### config.mk
export PLATFORM = sky130hd
export DESIGN_NAME = date_add_days_top
export DESIGN_NICKNAME = d
export VERILOG_FILES = /design/src/rtl/core/dad_pkg.sv /design/src/rtl/core/dad_datapath.sv /design/src/rtl/core/dad_ctrl.sv /design/src/rtl/core/date_add_days_top.sv
export VERILOG_INCLUDE_DIRS = /design/src /design/src/rtl/core
export SDC_FILE = /design/constraint.sdc
export NUM_CORES = 1
export LEC_CHECK = 0
export BUFFER_PORTS_ARGS = -buffer_cell sky130_fd_sc_hd__buf_2
export CAP_MARGIN = 20
export CORE_MARGIN = 4
export CORE_UTILIZATION = 56
export DETAILED_ROUTE_END_ITERATION = 10
export HOLD_SLACK_MARGIN = 0.12
export MAX_ROUTING_LAYER = met4
export PLACE_DENSITY = 0.8
export SYNTH_ARGS = -nofsm -noshare
export SYNTH_HDL_FRONTEND = slang
export SYNTH_SLANG_ARGS = --single-unit
### constraint.sdc
create_clock -name clk -period 6.7 [get_ports clk]
set_clock_uncertainty 0.05 [all_clocks]
set_input_delay 2.01 -clock clk [delete_from_list [all_inputs] [get_ports clk]]
set_output_delay 2.01 -clock clk [all_outputs]
set_load 0.01 [all_outputs]
### src/rtl/core/assert_macros.svh
// assertion macros for the rtl files, included by date_add_days_top
// no dependencies; include by bare file name inside a module body
`ifndef ASSERT_MACROS_SVH
`define ASSERT_MACROS_SVH

// property checked on every rising clock edge outside reset
`define ASSERT_ALWAYS(lbl, clk_s, rst_s, prop, msg) \
  lbl: assert property (@(posedge clk_s) disable iff (rst_s) (prop)) else $error(msg);

// same-cycle implication checked outside reset
`define ASSERT_IMPLIES(lbl, clk_s, rst_s, ante, cons, msg) \
  lbl: assert property (@(posedge clk_s) disable iff (rst_s) (ante) |-> (cons)) else $error(msg);

// next-cycle implication checked outside reset
`define ASSERT_NEXT(lbl, clk_s, rst_s, ante, cons, msg) \
  lbl: assert property (@(posedge clk_s) disable iff (rst_s) (ante) |=> (cons)) else $error(msg);

`endif

### src/rtl/core/dad_pkg.sv
// types, constants and the month length function for the date adder
// no dependencies; used by dad_ctrl, dad_datapath and date_add_days_top
`timescale 1ns / 1ps

package dad_pkg;

  localparam logic [3:0]  MONTH_JAN = 4'd1;
  localparam logic [3:0]  MONTH_FEB = 4'd2;
  localparam logic [3:0]  MONTH_APR = 4'd4;
  localparam logic [3:0]  MONTH_JUN = 4'd6;
  localparam logic [3:0]  MONTH_SEP = 4'd9;
  localparam logic [3:0]  MONTH_NOV = 4'd11;
  localparam logic [3:0]  MONTH_DEC = 4'd12;

  localparam logic [4:0]  DAYS_31 = 5'd31;
  localparam logic [4:0]  DAYS_30 = 5'd30;
  localparam logic [4:0]  DAYS_29 = 5'd29;
  localparam logic [4:0]  DAYS_28 = 5'd28;
  localparam logic [4:0]  DAY_FIRST = 5'd1;

  localparam logic [13:0] YEAR_MAX = 14'd9999;

  localparam logic [1:0]  ST_OK       = 2'd0;
  localparam logic [1:0]  ST_BAD_DATE = 2'd1;
  localparam logic [1:0]  ST_YEAR_OVF = 2'd2;

  typedef struct packed {
    logic [4:0]  day;
    logic [3:0]  month;
    logic [13:0] year;
    logic [15:0] days_to_add;
  } dad_req_t;

  typedef struct packed {
    logic [4:0]  new_day;
    logic [3:0]  new_month;
    logic [13:0] new_year;
    logic [1:0]  status;
  } dad_rsp_t;

  // controller to datapath
  typedef struct packed {
    logic load;
    logic step;
    logic capture;
  } dad_cmd_t;

  // datapath to controller
  typedef struct packed {
    logic finish;
  } dad_sts_t;

  // leap is every fourth year, centuries included
  function automatic logic [4:0] month_len(input logic [3:0] m, input logic leap);
    logic [4:0] len;
    begin
      len = DAYS_31;
      if (m == MONTH_FEB) begin
        len = leap ? DAYS_29 : DAYS_28;
      end else if (m == MONTH_APR || m == MONTH_JUN || m == MONTH_SEP || m == MONTH_NOV) begin
        len = DAYS_30;
      end
      return len;
    end
  endfunction

endpackage

### src/rtl/core/dad_datapath.sv
// datapath of the date adder: date and day count registers, month step, result register
// depends on dad_pkg
`timescale 1ns / 1ps

module dad_datapath #(
  parameter int DAY_COUNT_BITS = 16
) (
  input  logic              clk,
  input  dad_pkg::dad_cmd_t cmd,
  output dad_pkg::dad_sts_t sts,
  input  dad_pkg::dad_req_t req_data,
  output dad_pkg::dad_rsp_t rsp_data
);
  import dad_pkg::*;

  logic [4:0]                d;
  logic [3:0]                m;
  logic [13:0]               y;
  logic [DAY_COUNT_BITS-1:0] n;
  logic                      bad;

  logic [4:0]                mlen;
  logic [4:0]                left;
  logic                      ovf;
  logic                      fits;
  logic [DAY_COUNT_BITS-1:0] n_next;
  logic [4:0]                in_mlen;
  logic                      in_bad;
  dad_rsp_t                  result;

  assign mlen   = month_len(m, y[1:0] == 2'b00);
  assign left   = mlen - d;
  assign ovf    = (y > YEAR_MAX);
  assign fits   = (n <= DAY_COUNT_BITS'(left));
  // consume the rest of this month and move to the first of the next
  assign n_next = n - DAY_COUNT_BITS'({1'b0, left} + 6'd1);

  assign sts.finish = bad | ovf | fits;

  assign in_mlen = month_len(req_data.month, req_data.year[1:0] == 2'b00);
  assign in_bad  = (req_data.month == 4'd0) || (req_data.month > MONTH_DEC) ||
                   (req_data.day == 5'd0) || (req_data.day > in_mlen);

  always_comb begin
    result.new_day   = d;
    result.new_month = m;
    result.new_year  = y;
    result.status    = ST_BAD_DATE;
    if (!bad) begin
      if (ovf) begin
        result.new_day   = DAYS_31;
        result.new_month = MONTH_DEC;
        result.new_year  = YEAR_MAX;
        result.status    = ST_YEAR_OVF;
      end else begin
        // n is at most left here, so it fits in five bits
        result.new_day = d + n[4:0];
        result.status  = ST_OK;
      end
    end
  end

  always_ff @(posedge clk) begin
    if (cmd.load) begin
      d   <= req_data.day;
      m   <= req_data.month;
      y   <= req_data.year;
      n   <= DAY_COUNT_BITS'(req_data.days_to_add);
      bad <= in_bad;
    end else if (cmd.step) begin
      d <= DAY_FIRST;
      n <= n_next;
      if (m == MONTH_DEC) begin
        m <= MONTH_JAN;
        y <= y + 14'd1;
      end else begin
        m <= m + 4'd1;
      end
    end
    if (cmd.capture) begin
      rsp_data <= result;
    end
  end

endmodule

### src/rtl/core/dad_ctrl.sv
// controller of the date adder: request/response handshakes and step sequencing
// depends on dad_pkg
`timescale 1ns / 1ps

module dad_ctrl (
  input  logic              clk,
  input  logic              rst,
  input  logic              req_valid,
  output logic              req_stall,
  output logic              rsp_valid,
  input  logic              rsp_stall,
  output dad_pkg::dad_cmd_t cmd,
  input  dad_pkg::dad_sts_t sts
);
  import dad_pkg::*;

  typedef enum logic {
    S_IDLE,
    S_RUN
  } state_t;

  state_t state;
  logic   slot_free;

  assign req_stall = (state != S_IDLE);
  // result register can take a new value when empty or drained this cycle
  assign slot_free = !rsp_valid || !rsp_stall;

  always_comb begin
    cmd.load    = (state == S_IDLE) && req_valid;
    cmd.step    = (state == S_RUN) && !sts.finish;
    cmd.capture = (state == S_RUN) && sts.finish && slot_free;
  end

  always_ff @(posedge clk) begin
    if (rst) begin
      state     <= S_IDLE;
      rsp_valid <= 1'b0;
    end else begin
      if (cmd.capture) begin
        rsp_valid <= 1'b1;
      end else if (!rsp_stall) begin
        rsp_valid <= 1'b0;
      end
      unique case (state)
        S_IDLE: begin
          if (req_valid) begin
            state <= S_RUN;
          end
        end
        S_RUN: begin
          if (cmd.capture) begin
            state <= S_IDLE;
          end
        end
        default: begin
          state <= S_IDLE;
        end
      endcase
    end
  end

endmodule

### src/rtl/core/date_add_days_top.sv
// Date adder: adds a day count to a calendar date (leap year every fourth year, centuries
// included) and returns the new date with a status of ok, bad input date or year overflow
// saturated at 31 December 9999. One transaction is worked at a time: it is loaded, then
// the month step loop retires one month per cycle until the count fits in the month, the
// date is bad or the year overflows, and the result is captured once the output register
// is free. A new request is taken while a finished response still waits in the output
// register.
// depends on dad_pkg, dad_ctrl, dad_datapath and assert_macros.svh
`timescale 1ns / 1ps

module date_add_days_top #(
  parameter int DAY_COUNT_BITS = 16
) (
  input  logic              clk,
  input  logic              rst,
  input  logic              req_valid,
  output logic              req_stall,
  input  dad_pkg::dad_req_t req_data,
  output logic              rsp_valid,
  input  logic              rsp_stall,
  output dad_pkg::dad_rsp_t rsp_data
);
  import dad_pkg::*;
  `include "assert_macros.svh"

  dad_cmd_t cmd;
  dad_sts_t sts;

  dad_ctrl u_ctrl (
    .clk       (clk),
    .rst       (rst),
    .req_valid (req_valid),
    .req_stall (req_stall),
    .rsp_valid (rsp_valid),
    .rsp_stall (rsp_stall),
    .cmd       (cmd),
    .sts       (sts)
  );

  dad_datapath #(
    .DAY_COUNT_BITS (DAY_COUNT_BITS)
  ) u_datapath (
    .clk      (clk),
    .cmd      (cmd),
    .sts      (sts),
    .req_data (req_data),
    .rsp_data (rsp_data)
  );

  // an accepted request keeps the input closed until its result is captured
  `ASSERT_NEXT(a_busy_after_req, clk, rst, req_valid && !req_stall, req_stall, "request taken while busy")

  // a response appears only from a capture
  `ASSERT_IMPLIES(a_rsp_from_capture, clk, rst, $rose(rsp_valid), $past(cmd.capture), "response without capture")

  // stepping and capturing are exclusive
  `ASSERT_ALWAYS(a_step_xor_capture, clk, rst, !(cmd.step && cmd.capture), "step and capture together")

  // response status is one of the defined codes
  `ASSERT_IMPLIES(a_status_code, clk, rst, rsp_valid, rsp_data.status == ST_OK || rsp_data.status == ST_BAD_DATE || rsp_data.status == ST_YEAR_OVF, "bad status code")

endmodule

# Word-level counts from Yosys, hierarchy flattened
# Index checks and enable logic that the tools add are counted.
# classes
add_sub_neg,6
order_cmp,4
eq_ne,12
mux,25
bitwise_logic,3
n_reduce_logical,24
# ops
cell,count
14-bit 2-to-1 mux,3
16-bit 2-to-1 mux,2
25-bit 2-to-1 mux,1
5-bit 2-to-1 mux,5
"4-bit == test, second input constant",5
18-bit 2-to-1 mux,1
"4-bit by 3-bit == test with 1-bit output, second input constant",4
16-bit by 5-bit <= comparator with 1-bit output,1
16-bit subtractor,1
"14-bit by 1-bit adder with 14-bit output, second input constant",1
"14-bit > comparator, second input constant",1
4-bit 2-to-1 mux,3
1-bit logical OR,10
"4-bit by 2-bit == test with 1-bit output, second input constant",2
1-bit 2-to-1 mux,8
"5-bit by 1-bit adder with 6-bit output, second input constant",1
5-bit adder,1
5-bit > comparator,1
5-bit zero test,1
5-bit subtractor,1
"4-bit by 1-bit adder with 4-bit output, second input constant",1
"4-bit > comparator, second input constant",1
1-bit logical AND,4
2-bit zero test,2
other kinds (9),13
# totals
reg_bits,67
input_bits,43
output_inout_bits,27
wordCells,85

# Depth between registers and ports, before layout
# Gate-level depths: netlist of run 1.
# logic_depth
ltp_word,13
mapped_depth,17
mapped_depth_nobuf,17

# By module
# A second synthesis of run 1 with hierarchy kept.
# unflattened
hier_cells,347
area_unflattened_um2,3837.4
# by_module_without_submodules
mod,instances,cells_each,area_each_um2,seq_area_each_um2
dad_datapath,1,337,3753.6,1951.9
dad_ctrl,1,10,83.8,40.0

# Least setup slack after synthesis of run 1
# No wires, ideal clock.
# synth_timing
kind,register to register
startpoint,register u_datapath.m[0]
endpoint,"register u_datapath.d[0], enable pin"
setup_time_ps,442
t_arrival_ps,4473
required_ps,6208
path_slack_ps,1735
path_stages_with_launch,16
path_buffers,0
path_cell_list,edfxtp_1 -> inv_1 -> ha_1 -> o21ai_0 -> o21ai_0 -> o21a_1 -> ha_1 -> fa_1 -> nand3_1 -> xor2_1 -> inv_1 -> ha_1 -> mux2i_1 -> a21oi_1 -> o21ai_1 -> o21ai_0
# synth_via
elab_chain_len,12
word_cells_on_any_way,16
classes_between,add/sub (1); order compare (1); eq/ne (5); mux (2); bitwise (1); reduce/logical (6)
# synth_rtl
element,line_no,rtl
from (decl),dad_datapath.sv:17,logic [3:0] m;
from (signal assigned),dad_datapath.sv:66,m <= req_data.month;
from (signal assigned),dad_datapath.sv:77,m <= m + 4'd1;
4-bit by 3-bit == test with 1-bit output,dad_pkg.sv:60,end else if (m == MONTH_APR || m == MONTH_JUN || m == MONTH_SEP || m == MONTH_NOV) begin
1-bit logical OR (3 in series),dad_pkg.sv:60,
1-bit 2-to-1 mux,dad_pkg.sv:60,
5-bit 2-to-1 mux (*),dad_pkg.sv:58,if (m == MONTH_FEB) begin
5-bit subtractor (*),dad_datapath.sv:32,assign left = mlen - d;
16-bit by 5-bit <= comparator with 1-bit output (*),dad_datapath.sv:34,assign fits = (n <= DAY_COUNT_BITS'(left));
1-bit OR (*),dad_datapath.sv:38,assign sts.finish = bad | ovf | fits;
1-bit zero test (*),dad_ctrl.sv:31,cmd.step = (state == S_RUN) && !sts.finish;
1-bit logical AND (*),dad_ctrl.sv:31,
2-bit nonzero test (no source line) (*),--,
to (signal assigned),dad_datapath.sv:65,d <= req_data.day;
to (decl),dad_datapath.sv:16,logic [4:0] d;
# Every way passes the cells marked *; elsewhere a longest branch is shown, timed or not.
# A chain may end at the register's enable or synchronous reset.

==> flow_metrics.tcl, run 1 <==
set metrics [dict create \
    outcome "finished clean" \
    rsz0062_at_grt "no" \
    p_sw_share_pct 34.69 \
    io_pins 70 \
    power.density_nw_per_um2 315.0 \
    dp_hpwl_um 6439 \
    clock_latency_ps 340 \
    setup_viol 0 \
    core-area_sq_um 6869 \
    crit_end "u_datapath.rsp_data[18]" \
    yosys_most_used_dff "edfxtp_1" \
    cts_resized 0 \
    cts.sinks 67 \
    maxCapViolCount 0 \
    multi_input_area_sq_um 1868 \
    grt_overflow 0 \
    cts-root-buf "clkbuf_8" \
    synth_seq_cells 67 \
    cts_made_buffers 9 \
    grt_max_degree 36 \
    hold_buffers 0 \
    combPwrFrac_pct 36.0 \
    hold_class "register to register" \
    die_w_um 92.49 \
    rrSetupSlack_ps 2280 \
    wl_met3_um 474 \
    path_max_fanout 17 \
    yosysWarnings 0 \
    pre_cts_ws_ps 2102 \
    wl_um 8649 \
    vias_per_cell 5.532 \
    power.internal_uw 958.3 \
    setup_ws_ps 2276 \
    ir_drop_v 0.0001615 \
    tns_ps 0 \
    met1_length_um 3612 \
    syn-cell-area_sq_um 3998 \
    ant_nets 0 \
    p_leak_nw 1.904 \
    maxSlewHeadroom_pct 48.34 \
    reg2reg_from "u_datapath.m[0]" \
    drt_iter0_markers 276 \
    top_layer "met4" \
    avgSynthCellArea_sq_um 10.55 \
    synth_area_leaders "edfxtp_1 49%, ha_1 8.1%, nand2_1 4.7%" \
    antenna_found_initial 0 \
    crit_arrival_ps 4420 \
    gp_congestion 1.025 \
    finalHoldViolations 0 \
    cp-end-kind "register" \
    synth.distinct_cells 50 \
    rows 30 \
    netlist_top_cells_count "65 x edfxtp_1, 50 x nand2_1, 26 x ha_1, 26 x o21ai_0, 23 x inv_1" \
    num_vias 3059 \
    fin_crit_sh_pct 66.02 \
    max_freq_ghz 0.2261 \
    drc 0 \
    yosysTopAreaCell "edfxtp_1" \
    fin_nets 524 \
    diodes 0 \
    area_growth_pct 16.53 \
    start_kind "register" \
    seqPwrFrac_pct 41.6 \
    synth_most_common_cell "edfxtp_1" \
    period_needed_ps 4424 \
    dieArea_sq_um 8554 \
    worstPathRequired_ps 6700 \
    die_h_um 92.49 \
    synth_top_area_share_pct 48.83 \
    syn_nets 451 \
    io_buffers 69 \
    postCtsSetupBuffers 0 \
    grt_pass1_vias 3072 \
    cts_tree "done" \
    grt_pass1_wl_um 14340 \
    worstReg2RegEnd "u_datapath.rsp_data[18]" \
    dr.pass1.iters 4 \
    synth_edf_count 65 \
    synth.yosys.seq_area_share_pct 49.83 \
    initial_core_util_pct 58.20 \
    async_flop_share_pct 0 \
    regArea_sq_um 1992 \
    gr-usage-all-layers_pct 21.99 \
    p_sw_uw 509.0 \
    drive_gt1_share_pct 21.01 \
    cts_htree_levels 3 \
    nFillCells 526 \
    synth_cells 379 \
    pwr-share-clk_pct 22.4 \
    critical_path_class "register to register" \
    ff2ff_path_depth 15 \
    crit_start "u_datapath.m[0]" \
    dr_wl_met2_um 4342 \
    path_clk_slew_ps 70 \
    tightest_slew_ps 773.0 \
    clockBufferDepth 2 \
    wire_per_inst_um 15.64 \
    maxSlewViolCount 0 \
]
-- cell families after synthesis --
logic type,Yosys count,synth area share [%]
xor+xnor,32,7.011
mux,2,0.5008
fa+ha+maj,29,9.640
simple gates,137,17.37
compound gates,77,11.99
flops,67,49.83
buf+inv,35,3.662
-- power by group through the flow --
stage / Combinational (mW) / Clock [mW] / Sequential [mW]
floorplan: 0.397 / 0 / 0.607
CTS: 0.522 / 0.337 / 0.610
global placement: 0.499 / 0 / 0.616
global route: 0.599 / 0.354 / 0.619
finish: 0.528 / 0.329 / 0.610
detailed placement: 0.517 / 0 / 0.618
-- worst max-delay path, stage by stage (launching register included) --
cell      delay, ps
edfxtp_1        490
inv_1           130
ha_1            180
inv_1            50
or3_1           350
ha_1            290
nor2b_1         130
nor3b_1         230
xnor2_1         260
inv_1           110
ha_1            330
a211oi_1        270
a21oi_1         130
o21ai_1         340
and3_1          560
buf_16          220
-- flip-flops by register name, indices dropped and copies added (netlist names) --
register	flops
u_datapath.m	4
u_datapath.y	14
u_datapath.bad	1
u_datapath.rsp_data	25
u_datapath.n	16
u_ctrl.req_stall	1
u_datapath.d	5
u_ctrl.rsp_valid	1
-- final cells by class --
type / instances / area share [%]
Timing Repair Buffer: 73 / 8.488
Clock buffer: 10 / 2.740
Inverter: 24 / 1.934
Clock inverter: 6 / 1.397
Multi-Input combinational cell: 277 / 40.10
Tap cell: 96 / 2.579
Sequential cell: 67 / 42.76
-- metrics by stage --
step | hold WS (ps) | power, mW | area (sq um) | util (%) | std cells
after floorplan | 484.6 | 1.004 | 3998 | - | 379
after global placement | 453.0 | 1.115 | 4438 | 64.61 | 536
after detailed placement | 462.0 | 1.135 | 4438 | 64.61 | 536
after CTS | 495.0 | 1.469 | 4631 | 67.41 | 552
after global routing | 526.7 | 1.572 | 4658 | 67.81 | 553
final | 514.9 | 1.467 | 4658 | 67.81 | 553
-- layer usage --
layer	vias up	GRT usage (%)
li1	1510	-
met1	1438	26.76
met2	94	36.07
met3	17	3.737
met4	0	9.777
met5	-	-
-- cells in the final DEF (no fill, tap or decap), types with 4 or more instances in the layout --
cell type and count:
inv_1 23, buf_2 69, nand2b_1 8, and3_1 6, edfxtp_1 65, xor2_1 15, o21ai_0 25, nor3_1 9
nand2_1 50, and2_1 13, nand3_1 11, o21ai_1 4, ha_1 26, nor2_1 15, a21oi_1 15, clkbuf_8 9
nor2b_1 7, a31oi_1 4, a211oi_1 4, xnor2_1 17
-- worst min path at each step --
stage | from | end | cells past startpoint
final | u_ctrl.req_stall | u_ctrl.req_stall | 1
after CTS | u_ctrl.req_stall | u_ctrl.req_stall | 1
after floorplan | u_datapath.y[1] | u_datapath.rsp_data[3] | 2
after global routing | u_ctrl.req_stall | u_ctrl.req_stall | 1
after global placement | u_ctrl.req_stall | u_ctrl.req_stall | 1
after detailed placement | u_ctrl.req_stall | u_ctrl.req_stall | 1
(Power assumes the default switching activity.)
==> run 2, diff against run 1 <==
==> constraint.sdc (replaced) <==
create_clock -name clk -period 4.3 [get_ports clk]
set_clock_uncertainty 0.05 [all_clocks]
set_input_delay 1.29 -clock clk [delete_from_list [all_inputs] [get_ports clk]]
set_output_delay 1.29 -clock clk [all_outputs]
set_load 0.01 [all_outputs]
==> flow_metrics.tcl, run 2 (synthesis gave the netlist of run 1 again) <==
set metrics [dict create \
    worstReg2RegEnd "u_datapath.n[10]" \
    dieArea_sq_um 8554 \
    drive_gt1_share_pct 23.21 \
    pre_cts_ws_ps 194.3 \
    cts_made_buffers 9 \
    final_cell_mix "69 x buf_2, 65 x edfxtp_1, 50 x nand2_1" \
    antenna_found_initial 0 \
    hold_class "register to register" \
    cts_tree "done" \
    setup_viol 0 \
    cp_slowest_cell "fa_2" \
    die_h_um 92.49 \
    diodes 0 \
    gp_congestion 0.8943 \
    regArea_sq_um 1992 \
    hold_ws_ps 481.0 \
    io_pins 70 \
    dr.pass1.iters 5 \
    min_to "u_ctrl.req_stall" \
    final_common_cell "buf_2" \
    core-area_sq_um 6869 \
    drc 0 \
    wire_per_inst_um 15.14 \
    outcome "finished clean" \
    grt_pass1_wl_um 13580 \
    wl_um 8435 \
    cts-root-buf "clkbuf_8" \
    initial_core_util_pct 58.20 \
    rrSetupSlack_ps 220 \
    path_max_fanout 6 \
    start_kind "register" \
    drt_iter0_markers 297 \
    hold_path_depth 1 \
    maxCapViolCount 0 \
    finalHoldViolations 0 \
    critical_path_class "register to register" \
    ff2ff_path_depth 16 \
    nFillCells 539 \
    ir_drop_v 0.0002980 \
    maxSlewViolCount 0 \
    worstPathRequired_ps 4320 \
    setup_ws_ps 221.6 \
    clockBufferDepth 2 \
    path_clk_slew_ps 70 \
    num_vias 3061 \
    grt_max_degree 33 \
    die_w_um 92.49 \
    fin_nets 528 \
    largest_register "u_datapath.rsp_data" \
    io_buffers 69 \
    grt_overflow 0 \
    dp_hpwl_um 6328 \
    grt_pass1_vias 2908 \
    vias_per_cell 5.496 \
    gr-usage-all-layers_pct 21.10 \
    crit_chain "inv_1 -> ha_1 -> o21ai_0 -> o21ai_0 -> o21a_1 -> ha_1 -> fa_2 -> inv_1 -> ha_1 -> inv_1 -> fa_1 -> a21o_1 -> a22o_2 -> nor4b_4 -> xnor2_1 -> o21ai_1" \
    cts.sinks 67 \
    largest_reg_flops 25 \
    clock_latency_ps 350 \
    crit_arrival_ps 4100 \
    ant_nets 0 \
    max_stage_delay_ps 570 \
    fin_crit_sh_pct 94.85 \
    period_needed_ps 4078 \
    tightest_slew_ps 688.0 \
    cp-end-kind "register" \
    p_leak_nw 1.917 \
    cts_htree_levels 3 \
    maxSlewHeadroom_pct 54.08 \
    reg2reg_from "u_datapath.m[0]" \
    rows 30 \
    area_growth_pct 17.59 \
    power.density_nw_per_um2 482.2 \
    final_util_pct 68.43 \
    multi_input_area_sq_um 1904 \
    reg_top3 "u_datapath.rsp_data x25, u_datapath.n x16, u_datapath.y x14" \
    max_freq_ghz 0.2452 \
    hold_buffers 0 \
    hold_start "u_ctrl.req_stall" \
]
run 2: layout make-up:
| cell class | instances | share of cell area (%) |
|---|---|---|
| flip-flops and latches | 67 | 42.37 |
| multi-input cells | 277 | 40.51 |
| repair buffers | 77 | 8.890 |
| clock buffers | 9 | 2.635 |
| well taps | 96 | 2.555 |
| inverters | 24 | 1.916 |
| clock inverters | 7 | 1.118 |
run 2: how the worst max path moves through the flow:
stage | from | to | slack [ps] | depth (start not counted)
5_1_grt | u_datapath.m[0] | u_datapath.n[12] | -9 | 17
3_3_place_gp | u_datapath.m[0] | u_datapath.n[10] | 400 | 16
3_5_place_dp | u_datapath.m[0] | u_datapath.n[10] | 190 | 16
4_1_cts | u_datapath.m[0] | u_datapath.n[10] | 160 | 16
2_1_floorplan | u_datapath.m[0] | u_datapath.d[0] | 10 | 15
6_report | u_datapath.m[0] | u_datapath.n[10] | 220 | 16
run 2: layer usage:
layer / share of wire (%) / track usage, %
met5: 0 / -
met2: 48 / 33.66
met3: 6.8 / 4.549
met4: 2.4 / 8.168
met1: 43 / 26.45
run 2: critical path, delay by kind of cell, from the launching register on:
kind                     cells  cell delay (ps)
buffers and inverters        3              200
AND/OR/NAND/NOR              1              230
XOR/XNOR                     1              160
flip-flops                   1              440
AO/OA/AOI/OAI                6             1000
adder cells (fa/ha/maj)      5             1690
run 2: repair_timing:
item	4_1_cts	5_1_grt
endpoints found under the hold margin	0	0
setup endpoints to repair	0	7
resized for setup	0	7
setup buffers	0	2
run 2: where the power goes:
part           internal, mW  leakage (nW)  total (mW)  switching, mW
combinational         0.383          1.19       0.846          0.463
clock                 0.212        0.0896       0.466          0.255
sequential            0.856         0.635       0.955         0.0983
total                  1.45          1.92        2.27          0.816
run 2: per-stage QoR:
step                instance area, sq um  cells  TNS (ps)  total power [mW]
CTS                                 4649    555         0             2.246
global placement                    4473    539         0             1.751
floorplan                           3998    379         0             1.564
finish                              4701    557         0             2.267
detailed placement                  4473    539         0             1.776
global route                        4701    557    -15.59             2.435
==> run 3, diff against run 2 <==
--- a/config.mk
+++ b/config.mk
@@ -9,11 +9,12 @@
 export BUFFER_PORTS_ARGS = -buffer_cell sky130_fd_sc_hd__buf_2
 export CAP_MARGIN = 20
 export CORE_MARGIN = 4
-export CORE_UTILIZATION = 56
+export CORE_UTILIZATION = 55
 export DETAILED_ROUTE_END_ITERATION = 10
 export HOLD_SLACK_MARGIN = 0.12
 export MAX_ROUTING_LAYER = met4
-export PLACE_DENSITY = 0.8
+export PLACE_DENSITY = 0.79
 export SYNTH_ARGS = -nofsm -noshare
 export SYNTH_HDL_FRONTEND = slang
 export SYNTH_SLANG_ARGS = --single-unit
+export TNS_END_PERCENT = 1
==> flow_metrics.tcl, run 3 (synthesis gave the netlist of run 1 again) <==
set metrics [dict create \
    met2_usage_pct 31.27 \
    maxSlewHeadroom_pct 63.10 \
    path_clk_slew_ps 80 \
    crit_chain "inv_1 -> ha_1 -> o21ai_0 -> o21ai_0 -> o21a_1 -> ha_1 -> fa_1 -> inv_1 -> ha_1 -> nand3_1 -> xnor2_1 -> ha_1 -> and3_1 -> a22o_1 -> nor4b_2 -> xnor2_1 -> o21ai_1" \
    fin_nets 525 \
    tns_ps 0 \
    max_stage_delay_ps 510 \
    worstReg2RegEnd "u_datapath.n[10]" \
    cp-end-kind "register" \
    die_w_um 93.26 \
    period_needed_ps 4073 \
    grt_pass1_wl_um 13590 \
    io_pins 70 \
    worstPathRequired_ps 4340 \
    cts_htree_levels 3 \
    maxCapViolCount 0 \
    hold_start "u_ctrl.req_stall" \
    rrSetupSlack_ps 230 \
    met1_usage_pct 27.25 \
    clock_latency_ps 340 \
    cts_tree "done" \
    grt_use_met3_pct 3.379 \
    cp_slowest_cell "fa_1" \
    cts.sinks 67 \
    reg_top3 "u_datapath.rsp_data x25, u_datapath.n x16, u_datapath.y x14" \
    postCtsSetupBuffers 0 \
    ir_drop_v 0.0003126 \
    final_common_cell "buf_2" \
    cts_resized 0 \
    critical_path_class "register to register" \
    final_util_pct 67.93 \
    path_max_fanout 6 \
    min_to "u_ctrl.req_stall" \
    hold_path_depth 1 \
    final_cell_mix "69 x buf_2, 65 x edfxtp_1, 50 x nand2_1" \
    nFillCells 537 \
    initial_core_util_pct 57.57 \
    core-area_sq_um 6944 \
    regArea_sq_um 1992 \
    largest_reg_flops 25 \
    drive_gt1_share_pct 22.05 \
    clockBufferDepth 2 \
    wl_um 8085 \
    vias_per_cell 5.471 \
    grt_overflow 0 \
    grt_pass1_vias 2884 \
    finalHoldViolations 0 \
    setup_viol 0 \
    rows 30 \
    dr.pass1.iters 5 \
    drc 0 \
    cts_made_buffers 9 \
    dp_hpwl_um 6059 \
    fin_crit_sh_pct 94.73 \
    power.density_nw_per_um2 503.7 \
    crit_arrival_ps 4110 \
    drt_iter0_markers 207 \
    cts-root-buf "clkbuf_8" \
    hold_class "register to register" \
    max_freq_ghz 0.2455 \
    gp_congestion 0.9075 \
    p_leak_nw 1.925 \
    hold_buffers 0 \
    dieArea_sq_um 8697 \
    outcome "finished clean" \
    diodes 0 \
    worst_path_most_repeated_cell "ha_1" \
    area_growth_pct 18.00 \
    ant_nets 0 \
    start_kind "register" \
    ff2ff_path_depth 17 \
    gr-usage-all-layers_pct 20.40 \
    io_buffers 69 \
    num_vias 3031 \
    maxSlewViolCount 0 \
    die_h_um 93.26 \
    grt_max_degree 44 \
    tightest_slew_ps 553.6 \
    antenna_found_initial 0 \
    reg2reg_from "u_datapath.m[0]" \
    largest_register "u_datapath.rsp_data" \
    grt.busiest_layer "met2" \
    multi_input_area_sq_um 1884 \
    wire_per_inst_um 14.59 \
]
-- run 3: cell count changes in the layout (fill, tap and decap cells not counted) --
cell | before | now
buf_4 | 7 | 3
bufinv_16 | 0 | 2
clkinv_4 | 3 | 1
a22o_1 | 0 | 1
a22o_2 | 1 | 0
buf_12 | 1 | 2
clkinv_2 | 2 | 1
fa_1 | 2 | 3
fa_2 | 1 | 0
inv_6 | 1 | 2
nor4b_2 | 0 | 1
nor4b_4 | 1 | 0
xor2_1 | 13 | 14
xor2_2 | 2 | 1
-- run 3: metal layers --
| layer | up-vias | wire length [um] |
|---|---|---|
| met5 | - | 0 |
| met4 | 0 | 218 |
| met3 | 24 | 535 |
| met2 | 124 | 3690 |
| met1 | 1378 | 3639 |
| li1 | 1505 | - |
-- run 3: area by class of cell --
cell class | instances | area share, %
clock inverters | 7 | 2.095
multi-input cells | 277 | 39.95
clock buffers | 9 | 2.626
repair buffers | 74 | 8.647
flip-flops and latches | 67 | 42.23
inverters | 24 | 1.910
well taps | 96 | 2.546
-- run 3: how the worst max path moves through the flow --
stage                  endpoint            start  cells after the start  slack, ps
5_1_grt        u_datapath.n[10]  u_datapath.m[0]                     17         -7
2_1_floorplan   u_datapath.d[0]  u_datapath.m[0]                     15         10
6_report       u_datapath.n[10]  u_datapath.m[0]                     17        230
4_1_cts        u_datapath.n[10]  u_datapath.m[0]                     16        210
3_3_place_gp   u_datapath.n[11]  u_datapath.m[0]                     16        440
3_5_place_dp   u_datapath.n[10]  u_datapath.m[0]                     16        230
-- run 3: report_power, final --
group	switching, mW	internal (mW)	leakage [nW]
logic	0.464	0.375	1.18
registers	0.0913	0.856	0.635
clock network	0.259	0.330	0.110
-- run 3: worst max-delay path: cells and delay by family (launching register included) --
family	cells	cell delay, ps
adders and majority gates	5	1450
AOI/OAI and AO/OA	5	780
and+or+nand+nor	3	610
DFF	1	440
xor gates and xnor gates	2	320
buffers and inverters	2	180
-- run 3: per-stage QoR --
| step | instances | setup WS, ps | power [mW] | hold WS [ps] | area (sq um) |
|---|---|---|---|---|---|
| after global placement | 538 | 443.4 | 1.746 | 465.6 | 4478 |
| after floorplan | 379 | 10.99 | 1.564 | 484.6 | 3998 |
| after CTS | 554 | 214.7 | 2.365 | 516.2 | 4701 |
| after detailed placement | 538 | 225.6 | 1.774 | 498.3 | 4478 |
| after global routing | 554 | -7.382 | 2.547 | 552.0 | 4717 |
| final | 554 | 226.6 | 2.376 | 523.9 | 4717 |
